### src/sv/rlpd_pkg.sv
// Shared types, constants and helpers for the RLP stream decoder.
`timescale 1ns / 1ps
`default_nettype none
package rlpd_pkg;

	localparam int MAX_DEPTH = 8;
	localparam int POS_W = 64;
	localparam int CNT_RAW_W = $clog2(MAX_DEPTH + 2);
	localparam int CNT_W = (CNT_RAW_W < 5) ? 5 : CNT_RAW_W;

	localparam int IN_DATA_W = 8;
	localparam int IN_USER_W = 1;
	localparam int OUT_DATA_W = 80;
	localparam int OUT_USER_W = 3;

	localparam logic [7:0] PFX_BYTES = 8'h80;
	localparam logic [7:0] PFX_LIST = 8'hc0;
	localparam logic [5:0] SHORT_LIMIT = 6'd55;

	typedef enum logic [2:0] {
		PH_PREFIX  = 3'b001,
		PH_LENGTH  = 3'b010,
		PH_PAYLOAD = 3'b100
	} phase_t;

	typedef enum logic [2:0] {
		K_SINGLE  = 3'd0,
		K_STRING  = 3'd1,
		K_LIST    = 3'd2,
		K_LENGTH  = 3'd3,
		K_PAYLOAD = 3'd4
	} kind_t;

	typedef enum logic [1:0] {
		ERR_NONE    = 2'd0,
		ERR_DEPTH   = 2'd1,
		ERR_OVERRUN = 2'd2
	} err_t;

	// broadcast to every stack cell
	typedef struct packed {
		logic             step;
		logic             clear;
		logic             push;
		logic [POS_W-1:0] next_pos;
		logic [POS_W-1:0] push_end;
	} cell_ctrl_t;

	typedef struct packed {
		logic             held;
		logic             valid;
		logic             top;
		logic             pop;
		logic [POS_W-1:0] end_pos;
	} cell_stat_t;

	function automatic logic [3:0] sat15(input logic [CNT_W-1:0] v);
		return (v > CNT_W'(15)) ? 4'd15 : v[3:0];
	endfunction

endpackage
`default_nettype wire

### src/sv/rlpd_cell.sv
// One entry of the list end stack: holds an end position, compares it and pops in chain.
`timescale 1ns / 1ps
`default_nettype none
module rlpd_cell (
	input  wire logic                clk,
	input  wire logic                arst_n,
	input  wire rlpd_pkg::cell_ctrl_t ctrl,
	input  wire logic                below_valid,
	input  wire logic                above_valid,
	input  wire logic                above_pop,
	output rlpd_pkg::cell_stat_t     stat
);
	import rlpd_pkg::*;

	logic             valid_q;
	logic [POS_W-1:0] end_q;
	logic             eff_valid;
	logic             match;
	logic             pop;
	logic             push_here;

	// a frame start empties the stack before this word is looked at
	assign eff_valid = valid_q & ~ctrl.clear;
	assign match     = eff_valid && (end_q == ctrl.next_pos);
	// pops run down from the top while ends keep matching; a pushing word
	// never has a matching top, so the chain stays idle then
	assign pop       = match && (!above_valid || above_pop);
	assign push_here = ctrl.push && !eff_valid && below_valid;

	assign stat.held    = valid_q;
	assign stat.valid   = eff_valid;
	assign stat.top     = eff_valid & ~above_valid;
	assign stat.pop     = pop;
	assign stat.end_pos = end_q;

	always_ff @(posedge clk or negedge arst_n) begin
		if (!arst_n) begin
			valid_q <= 1'b0;
		end else if (ctrl.step) begin
			valid_q <= push_here | (eff_valid & ~pop);
		end
	end

	always_ff @(posedge clk) begin
		if (ctrl.step && push_here) begin
			end_q <= ctrl.push_end;
		end
	end

endmodule
`default_nettype wire

### src/sv/rlpd_out_reg.sv
// Output register of the decoder: holds one result word until the receiver takes it.
`timescale 1ns / 1ps
`default_nettype none
module rlpd_out_reg (
	input  wire logic                              clk,
	input  wire logic                              arst_n,
	input  wire logic                              load_valid,
	input  wire logic [rlpd_pkg::OUT_DATA_W-1:0]   load_data,
	input  wire logic [rlpd_pkg::OUT_USER_W-1:0]   load_user,
	output logic                                   load_ready,
	output logic                                   m_tvalid,
	input  wire logic                              m_tready,
	output logic [rlpd_pkg::OUT_DATA_W-1:0]        m_tdata,
	output logic [rlpd_pkg::OUT_USER_W-1:0]        m_tuser
);
	import rlpd_pkg::*;

	logic                  valid_q;
	logic [OUT_DATA_W-1:0] data_q;
	logic [OUT_USER_W-1:0] user_q;
	logic                  load;

	assign load_ready = ~valid_q | m_tready;
	assign load       = load_valid & load_ready;

	always_ff @(posedge clk or negedge arst_n) begin
		if (!arst_n) begin
			valid_q <= 1'b0;
		end else if (load_ready) begin
			valid_q <= load_valid;
		end
	end

	always_ff @(posedge clk) begin
		if (load) begin
			data_q <= load_data;
			user_q <= load_user;
		end
	end

	assign m_tvalid = valid_q;
	assign m_tdata  = data_q;
	assign m_tuser  = user_q;

endmodule
`default_nettype wire

### src/sv/rlp_stream_decoder.sv
// RLP stream decoder top level: prefix parser, chain of stack cells and output register.
//
// Input word: s_axis_tdata carries one byte of an RLP encoding, s_axis_tuser
// flags a frame start (parser and list stack are cleared before that byte,
// which then opens a new top-level item). Every accepted byte gives exactly
// one result word on the m_axis side: its byte kind in m_axis_tuser and the
// decoded length, nesting depth, closed list count, item end flag and error
// code in m_axis_tdata.
// A result word is registered when its byte is accepted. One byte is taken
// in every cycle while result words move. The cycle is set by the overrun check
// against the top of the stack and the push decision, with the end compare in
// every cell and the pop chain that runs down the cells alongside it.
// Reset (arst_n low) empties the stack and the output register and puts the
// parser back to expecting a prefix. While the receiver stalls the result is
// held and s_axis_tready drops only when the held result is not being taken,
// so the block keeps going as long as the result word moves.
`timescale 1ns / 1ps
`default_nettype none
module rlp_stream_decoder (
	input  wire logic                              clk,
	input  wire logic                              arst_n,
	input  wire logic                              s_axis_tvalid,
	output logic                                   s_axis_tready,
	// [7:0] in_byte
	input  wire logic [rlpd_pkg::IN_DATA_W-1:0]    s_axis_tdata,
	// [0] frame_start
	input  wire logic [rlpd_pkg::IN_USER_W-1:0]    s_axis_tuser,
	output logic                                   m_axis_tvalid,
	input  wire logic                              m_axis_tready,
	// [63:0] item_length, [64] length_ready, [68:65] nest_depth,
	// [72:69] lists_closed, [73] item_done, [75:74] error_code, [79:76] zero
	output logic [rlpd_pkg::OUT_DATA_W-1:0]        m_axis_tdata,
	// [2:0] byte_kind
	output logic [rlpd_pkg::OUT_USER_W-1:0]        m_axis_tuser
);
	import rlpd_pkg::*;

	phase_t           phase_q;
	logic [63:0]      acc_q;
	logic [3:0]       left_q;
	logic             is_list_q;
	logic [POS_W-1:0] next_q;
	logic [POS_W-1:0] str_end_q;

	logic             s_fire;
	logic             frame;
	logic [7:0]       b;

	phase_t           cur_phase;
	logic [63:0]      cur_acc;
	logic [3:0]       cur_left;
	logic             cur_list;
	logic [POS_W-1:0] cur_next;
	logic [POS_W-1:0] cur_str_end;

	phase_t           phase_n;
	logic [63:0]      acc_n;
	logic [3:0]       left_n;
	logic             list_n;
	logic [POS_W-1:0] str_end_n;

	kind_t            kind;
	err_t             err;
	logic [63:0]      len;
	logic             ready;
	logic             done;
	logic             open_str;
	logic             open_list;
	logic             empty_list;
	logic             push_req;
	logic [POS_W-1:0] push_end;
	logic [CNT_W-1:0] closed_cnt;
	logic [CNT_W-1:0] depth_cnt;

	cell_ctrl_t       ctrl;
	cell_stat_t       stat [MAX_DEPTH];
	logic [MAX_DEPTH-1:0] vld;
	logic [MAX_DEPTH-1:0] held;
	logic [MAX_DEPTH-1:0] pop_v;
	logic [MAX_DEPTH-1:0] below_v;
	logic [MAX_DEPTH-1:0] above_v;
	logic [MAX_DEPTH-1:0] above_p;
	logic [POS_W-1:0] top_end;
	logic             any_open;
	logic             full;

	logic [OUT_DATA_W-1:0] res_data;
	logic [OUT_USER_W-1:0] res_user;

	assign s_fire = s_axis_tvalid & s_axis_tready;
	assign frame  = s_axis_tuser[0];
	assign b      = s_axis_tdata;

	// state as seen by this byte: a frame start means reset values
	always_comb begin
		cur_phase   = frame ? PH_PREFIX : phase_q;
		cur_acc     = frame ? 64'd0 : acc_q;
		cur_left    = frame ? 4'd0 : left_q;
		cur_list    = frame ? 1'b0 : is_list_q;
		cur_next    = frame ? POS_W'(1) : next_q;
		cur_str_end = frame ? '0 : str_end_q;
	end

	// stack cells
	genvar gi;
	generate
		for (gi = 0; gi < MAX_DEPTH; gi++) begin : g_cell
			if (gi == 0) begin : g_bot
				assign below_v[gi] = 1'b1;
			end else begin : g_mid_b
				assign below_v[gi] = vld[gi-1];
			end
			if (gi == MAX_DEPTH - 1) begin : g_top
				assign above_v[gi] = 1'b0;
				assign above_p[gi] = 1'b0;
			end else begin : g_mid_a
				assign above_v[gi] = vld[gi+1];
				assign above_p[gi] = pop_v[gi+1];
			end
			rlpd_cell u_cell (
				.clk         (clk),
				.arst_n      (arst_n),
				.ctrl        (ctrl),
				.below_valid (below_v[gi]),
				.above_valid (above_v[gi]),
				.above_pop   (above_p[gi]),
				.stat        (stat[gi])
			);
			assign vld[gi]   = stat[gi].valid;
			assign held[gi]  = stat[gi].held;
			assign pop_v[gi] = stat[gi].pop;
		end
	endgenerate

	always_comb begin
		top_end = '0;
		for (int i = 0; i < MAX_DEPTH; i++) begin
			top_end = top_end | (stat[i].top ? stat[i].end_pos : '0);
		end
	end

	assign any_open = vld[0];
	assign full     = vld[MAX_DEPTH-1];

	assign ctrl.step     = s_fire;
	assign ctrl.clear    = frame;
	assign ctrl.push     = push_req;
	assign ctrl.next_pos = cur_next;
	assign ctrl.push_end = push_end;

	// prefix parse, overrun cut and phase update
	always_comb begin
		logic [POS_W-1:0] end_pos;
		logic [POS_W-1:0] room;
		kind       = K_SINGLE;
		err        = ERR_NONE;
		len        = '0;
		ready      = 1'b0;
		done       = 1'b0;
		open_str   = 1'b0;
		open_list  = 1'b0;
		empty_list = 1'b0;
		push_req   = 1'b0;
		push_end   = '0;
		phase_n    = cur_phase;
		acc_n      = cur_acc;
		left_n     = cur_left;
		list_n     = cur_list;
		str_end_n  = cur_str_end;

		case (cur_phase)
			PH_PREFIX: begin
				if (b < PFX_BYTES) begin
					kind  = K_SINGLE;
					len   = 64'd1;
					ready = 1'b1;
					done  = 1'b1;
				end else begin
					kind = (b < PFX_LIST) ? K_STRING : K_LIST;
					if (b[5:0] <= SHORT_LIMIT) begin
						len       = 64'(b[5:0]);
						ready     = 1'b1;
						open_str  = (b < PFX_LIST);
						open_list = ~(b < PFX_LIST);
					end else begin
						left_n  = 4'(b[5:0] - SHORT_LIMIT);
						acc_n   = '0;
						list_n  = ~(b < PFX_LIST);
						phase_n = PH_LENGTH;
					end
				end
			end
			PH_LENGTH: begin
				kind   = K_LENGTH;
				acc_n  = {cur_acc[55:0], b};
				left_n = (cur_left != 4'd0) ? cur_left - 4'd1 : 4'd0;
				if (left_n == 4'd0) begin
					len       = acc_n;
					ready     = 1'b1;
					open_str  = ~cur_list;
					open_list = cur_list;
					phase_n   = PH_PREFIX;
				end
			end
			PH_PAYLOAD: begin
				kind = K_PAYLOAD;
				if (cur_next == cur_str_end) begin
					done    = 1'b1;
					phase_n = PH_PREFIX;
				end
			end
			default: begin
				phase_n = PH_PREFIX;
			end
		endcase

		end_pos = cur_next + len;
		room    = top_end - cur_next;
		if ((open_str || open_list) && any_open && (len > room)) begin
			end_pos = top_end;
			err     = ERR_OVERRUN;
		end
		if (open_str) begin
			if (end_pos == cur_next) begin
				done    = 1'b1;
				phase_n = PH_PREFIX;
			end else begin
				str_end_n = end_pos;
				phase_n   = PH_PAYLOAD;
			end
		end
		if (open_list) begin
			if (end_pos == cur_next) begin
				empty_list = 1'b1;
			end else if (!full) begin
				push_req = 1'b1;
				push_end = end_pos;
			end else begin
				err = ERR_DEPTH;
			end
		end

		// an enclosing list ran out while an item was still open
		if ((|pop_v) && (phase_n != PH_PREFIX)) begin
			if (err == ERR_NONE) begin
				err = ERR_OVERRUN;
			end
			phase_n = PH_PREFIX;
			left_n  = 4'd0;
		end
	end

	assign closed_cnt = CNT_W'($countones(pop_v)) + CNT_W'(empty_list);
	assign depth_cnt  = CNT_W'($countones(vld));

	always_ff @(posedge clk or negedge arst_n) begin
		if (!arst_n) begin
			phase_q   <= PH_PREFIX;
			acc_q     <= '0;
			left_q    <= '0;
			is_list_q <= 1'b0;
			next_q    <= POS_W'(1);
			str_end_q <= '0;
		end else if (s_fire) begin
			phase_q   <= phase_n;
			acc_q     <= acc_n;
			left_q    <= left_n;
			is_list_q <= list_n;
			next_q    <= cur_next + POS_W'(1);
			str_end_q <= str_end_n;
		end
	end

	assign res_data = {4'd0, err, done, sat15(closed_cnt), sat15(depth_cnt), ready, len};
	assign res_user = kind;

	rlpd_out_reg u_out (
		.clk        (clk),
		.arst_n     (arst_n),
		.load_valid (s_axis_tvalid),
		.load_data  (res_data),
		.load_user  (res_user),
		.load_ready (s_axis_tready),
		.m_tvalid   (m_axis_tvalid),
		.m_tready   (m_axis_tready),
		.m_tdata    (m_axis_tdata),
		.m_tuser    (m_axis_tuser)
	);

	// open entries always sit at the bottom of the chain
	a_stack_packed: assert property (@(posedge clk) disable iff (!arst_n)
		(held & (held + MAX_DEPTH'(1))) == '0)
		else $error("stack cells not contiguous");

	a_push_grows: assert property (@(posedge clk) disable iff (!arst_n)
		s_fire && push_req |=> $countones(held) == $past($countones(vld)) + 1)
		else $error("push did not add exactly one entry");

	a_no_push_pop: assert property (@(posedge clk) disable iff (!arst_n)
		s_fire |-> !(push_req && (|pop_v)))
		else $error("push and pop on the same word");

	a_pop_leaves_prefix: assert property (@(posedge clk) disable iff (!arst_n)
		s_fire && (|pop_v) |=> phase_q == PH_PREFIX)
		else $error("list closed but item still open");

endmodule
`default_nettype wire

### config.mk
export PLATFORM = sky130hd
export DESIGN_NAME = rlp_stream_decoder
export DESIGN_NICKNAME = d
export VERILOG_FILES = /design/src/sv/rlpd_pkg.sv /design/src/sv/rlpd_cell.sv /design/src/sv/rlpd_out_reg.sv /design/src/sv/rlp_stream_decoder.sv
export SDC_FILE = /design/constraint.sdc
export NUM_CORES = 2
export LEC_CHECK = 0
export BUFFER_PORTS_ARGS = -buffer_cell sky130_fd_sc_hd__buf_2
export CAP_MARGIN = 20
export CORE_MARGIN = 2
export CORE_UTILIZATION = 40
export CTS_CLUSTER_SIZE = 20
export DETAILED_ROUTE_END_ITERATION = 7
export GPL_TIMING_DRIVEN = 0
export PLACE_DENSITY_LB_ADDON = 0.05
export SETUP_SLACK_MARGIN = 0.2
export SLEW_MARGIN = 15
export SYNTH_ARGS = -nofsm -noshare
export SYNTH_HDL_FRONTEND = slang
export SYNTH_SLANG_ARGS = --single-unit
### constraint.sdc
create_clock -name clk -period 23.2 [get_ports clk]
set_input_delay 4.64 -clock clk [delete_from_list [all_inputs] [get_ports clk]]
set_output_delay 4.64 -clock clk [all_outputs]
set_load 0.03 [all_outputs]
==> results.yml <==
run_status:
  outcome: "complete, but fails checks"
  failed_checks: "design-rule violations, max-capacitance violations, negative setup slack"
cts:
  numClockSinks: 792
  clk_pin_slew_worst_paths_ps: 60
  cts_root_buffer: "sky130_fd_sc_hd__clkbuf_16"
  clock_latency_ps: 780
  cts-htree-levels: 3
  cts_buffers: 94
  tritoncts: "yes"
  cts_buffer_depth: 3
die:
  core_area_um2: 131000
  row_count: 133
  io_pins: 98
  die_h_um: 367
  floorplan.initialDensity: 0.402
  design.die.area_um2: 134000
  die_span_in_x_um: 367
worst_setup_path:
  end_kind: "register"
  reg2regPathDepth: 45
  cpMaxStageDelayCell: "sky130_fd_sc_hd__a2111oi_1"
  regToRegSetupSlack_ps: 4750
  critical_path.startpoint_type: "primary input"
  path_buf_inv: 16
  critPathKind: "primary input to register"
  crit_fanout: 10
  crit_required_ps: 23730
  delay_of_the_slowest_cell_on_the_worst_path_ps: 810
  r2r-start: "g_cell[6].u_cell.valid_q"
  worst_r2r_endpoint: "u_out.m_tdata[70]"
  timing.critical_path.max_delay_family: "compound AO/OA/AOI/OAI gates"
  timing.critical_path.arrival_ps: 24330
worst_hold_path:
  hold_path.class: "register to register"
  worstHoldEndpoint: "acc_q[48]"
  holdCritStartpoint: "acc_q[48]"
  whs_path_depth: 1
synth:
  synth_async_sr_flop_share: 0.254
  cell_types_occupying_the_most_area_after_synthesis: "sky130_fd_sc_hd__edfxtp_1 (34%), sky130_fd_sc_hd__dfrtp_1 (9.5%), sky130_fd_sc_hd__xnor2_1 (8.0%)"
  synth-simple-area-share: 0.169
  main_combinational_cell_family_by_area_after_synthesis: "compound AO/OA/AOI/OAI gates"
  synthesis.area_per_instance_um2: 9.90
  number_of_synthesized_flops_with_an_enable_pin: 591
  synth_adder_area_share: 0.0511
  synthMostInstantiatedCell: "sky130_fd_sc_hd__edfxtp_1"
  unique_masters_post_synth: 104
  synthCells: 5314
  synthTopCellsByCount: "sky130_fd_sc_hd__edfxtp_1 (591), sky130_fd_sc_hd__xnor2_1 (478), sky130_fd_sc_hd__nand2_1 (428), sky130_fd_sc_hd__nor2_1 (385), sky130_fd_sc_hd__a21oi_1 (260)"
  ys_ff_latch: 792
  synth-xor-area-share: 0.100
  synthesis.area_um2: 52600
  post-synth-top-area-cell: "sky130_fd_sc_hd__edfxtp_1"
  synth.yosys.seq_area_share: 0.433
  synth_compound_area_frac: 0.188
  ys.warnings.count: 0
  post_synth_mux_area_share: 0.0185
  netlist.area_leader.share: 0.337
  postSynth.topFlopCell: "sky130_fd_sc_hd__edfxtp_1"
place:
  place.gp.congestion: 1.22
  dp_cell_count: 7312
  dp_hpwl_um: 316000
  io_buffer_count: 93
global_route:
  grt_max_degree: 93
  grt_antenna_before_repair: 49
  overflow: 0
  vias_in_the_first_global_route: 50800
  grt_pass1_wl_um: 509000
  groute.usage.overall: 0.577
cells_and_area:
  layout_utilization: 0.465
  finish.cell_count_without_fillers: 7555
  drive_gt1_frac: 0.116
  area.growth.synth_to_final_pct: 15.8
  nNetsFinal: 5895
sta:
  finalMaxSlewViolations: 0
  highest_achievable_clock_rate_ghz: 0.0420
  finClkSkew_ps: 35.4
  final.setup.worst_slack_ps: -599
  period_share: 1.03
  finalSetupViolations: 71
  number_of_hold_violations_in_the_final_report: 0
  post-route-min-period_ps: 23800
  tightestPinTransition_ps: 1480
  hold_ws_ps: 492
  totalNegativeSetupSlack_ps: -19440
  timing.slew.headroom: 0.00563
power_and_ir_drop:
  p_sw_w: 0.00169
  p_leak_nw: 22.8
  clkPwrFrac: 0.354
  power.share.sequential: 0.339
  power_w: 0.00460
  power.density_cell_area_nw_per_um2: 75.6
  vdd_ir_drop_max_uv: 54.9
  combPwrFrac: 0.306
  internal_power_w: 0.00292
  sw_frac_of_total: 0.367
routing:
  drt_drc_violations_left: 26
  vias_per_cell: 7.58
  routedWlPerCell_um: 52.8
  drt-total-wl_um: 399000
  ant_nets: 0
  vias: 57300
  drtPass1Iterations: 8
  initialDrtViolationCount: 13400
flow_run:
  cap_violations: 1
[cell type report]
class,count,area [µm²]
diodes,46,115
inverters,207,781
clock buffers,119,2550
clock inverters,57,692
fillers,12300,70100
well taps,1755,2200
flip-flops and latches,792,22800
plain buffers,311,1390
multi-input cells,4007,28200
repair buffers,261,2220
[per-stage QoR]
step / area [µm²] / setup WS (ps)
after floorplan: 52600 / 2220
after global placement: 55300 / -18030
after detailed placement: 57100 / -4340
after CTS: 60400 / 385
after global routing: 60800 / -67.1
final: 60900 / -599
[logic make-up after synthesis]
kind of cell / after synthesis
mux: 97
fa+ha+maj: 208
xor+xnor: 597
buf+inv: 518
simple gates: 1741
flops: 792
compound gates: 1360
other cells: 1
[cell usage in the layout (no fill, tap or decap), types with 51 or more instances in the layout]
cell and count:
sky130_fd_sc_hd__o32ai_1 63, sky130_fd_sc_hd__inv_1 157, sky130_fd_sc_hd__a21oi_1 260, sky130_fd_sc_hd__nand4_1 180
sky130_fd_sc_hd__a21o_1 85, sky130_fd_sc_hd__nor4_1 83, sky130_fd_sc_hd__mux2i_1 93, sky130_fd_sc_hd__o22ai_1 52
sky130_fd_sc_hd__nor3_1 101, sky130_fd_sc_hd__ha_1 197, sky130_fd_sc_hd__buf_4 70, sky130_fd_sc_hd__a31oi_1 89
sky130_fd_sc_hd__clkbuf_1 200, sky130_fd_sc_hd__nand3_1 135, sky130_fd_sc_hd__o21ai_0 157, sky130_fd_sc_hd__xnor2_1 467
sky130_fd_sc_hd__buf_2 170, sky130_fd_sc_hd__edfxtp_1 591, sky130_fd_sc_hd__xor2_1 113, sky130_fd_sc_hd__nor2b_1 56
sky130_fd_sc_hd__and2_1 80, sky130_fd_sc_hd__buf_6 51, sky130_fd_sc_hd__a222oi_1 110, sky130_fd_sc_hd__clkbuf_16 97
sky130_fd_sc_hd__dfrtp_1 199, sky130_fd_sc_hd__nand2b_1 61, sky130_fd_sc_hd__nand2_1 428, sky130_fd_sc_hd__nor2_1 369
sky130_fd_sc_hd__a22o_1 91, sky130_fd_sc_hd__a22oi_1 70
[power by group through the flow]
stage / registers (W) / logic [W] / clock network [W]
after floorplan: 0.00159 / 0.000775 / 0
after global placement: 0.00159 / 0.00123 / 0
after detailed placement: 0.00159 / 0.00128 / 0
after CTS: 0.00156 / 0.00129 / 0.00161
after global routing: 0.00156 / 0.00144 / 0.00166
final: 0.00156 / 0.00141 / 0.00163
[layer usage]
layer / vias to the layer above / global-route usage / part of all wire
met1: 28000 / 0.619 / 0.32
li1: 21100 / - / -
met4: 30 / 0.585 / 0.14
met2: 6116 / 0.750 / 0.37
met3: 2086 / 0.351 / 0.17
met5: - / 0.0556 / 0.0023
[how the worst max path moves through the flow]
stage,start,endpoint,slack [ps],cells past startpoint
floorplan,s_axis_tuser,g_cell[3].u_cell.end_q[0],2220,48
global placement,s_axis_tuser,g_cell[3].u_cell.end_q[62],-18030,48
detailed placement,s_axis_tuser,u_out.m_tdata[70],-4340,53
CTS,s_axis_tuser,u_out.m_tdata[70],380,51
global route,s_axis_tuser,u_out.m_tdata[70],-70,54
finish,s_axis_tuser,u_out.m_tdata[70],-600,53
[flip-flops by register name, summed over array words and instances (netlist names)]
name	cells
next_q	64
g_cell.u_cell.end_q	512
u_out.m_tvalid	1
left_q	4
str_end_q	64
acc_q	56
g_cell.u_cell.valid_q	8
u_out.m_tdata	76
is_list_q	1
u_out.m_tuser	3
phase_q	3
[worst reg2reg max path, delay by kind of cell (launching register included)]
family / cells / cell delay, ps
XOR/XNOR: 1 / 100
adder cells (fa/ha/maj): 8 / 3420
flip-flops: 1 / 570
AND/OR/NAND/NOR: 10 / 4430
AO/OA/AOI/OAI: 17 / 5960
buffers and inverters: 9 / 3750
[what timing repair did]
action	CTS	global route
endpoints found under the setup margin	1109	192
pin swaps	1	0
cloned	0	0
hold buffers	0	0
resized for setup	19	16
setup buffers	2	0
Power figures use the tool's default switching activity.
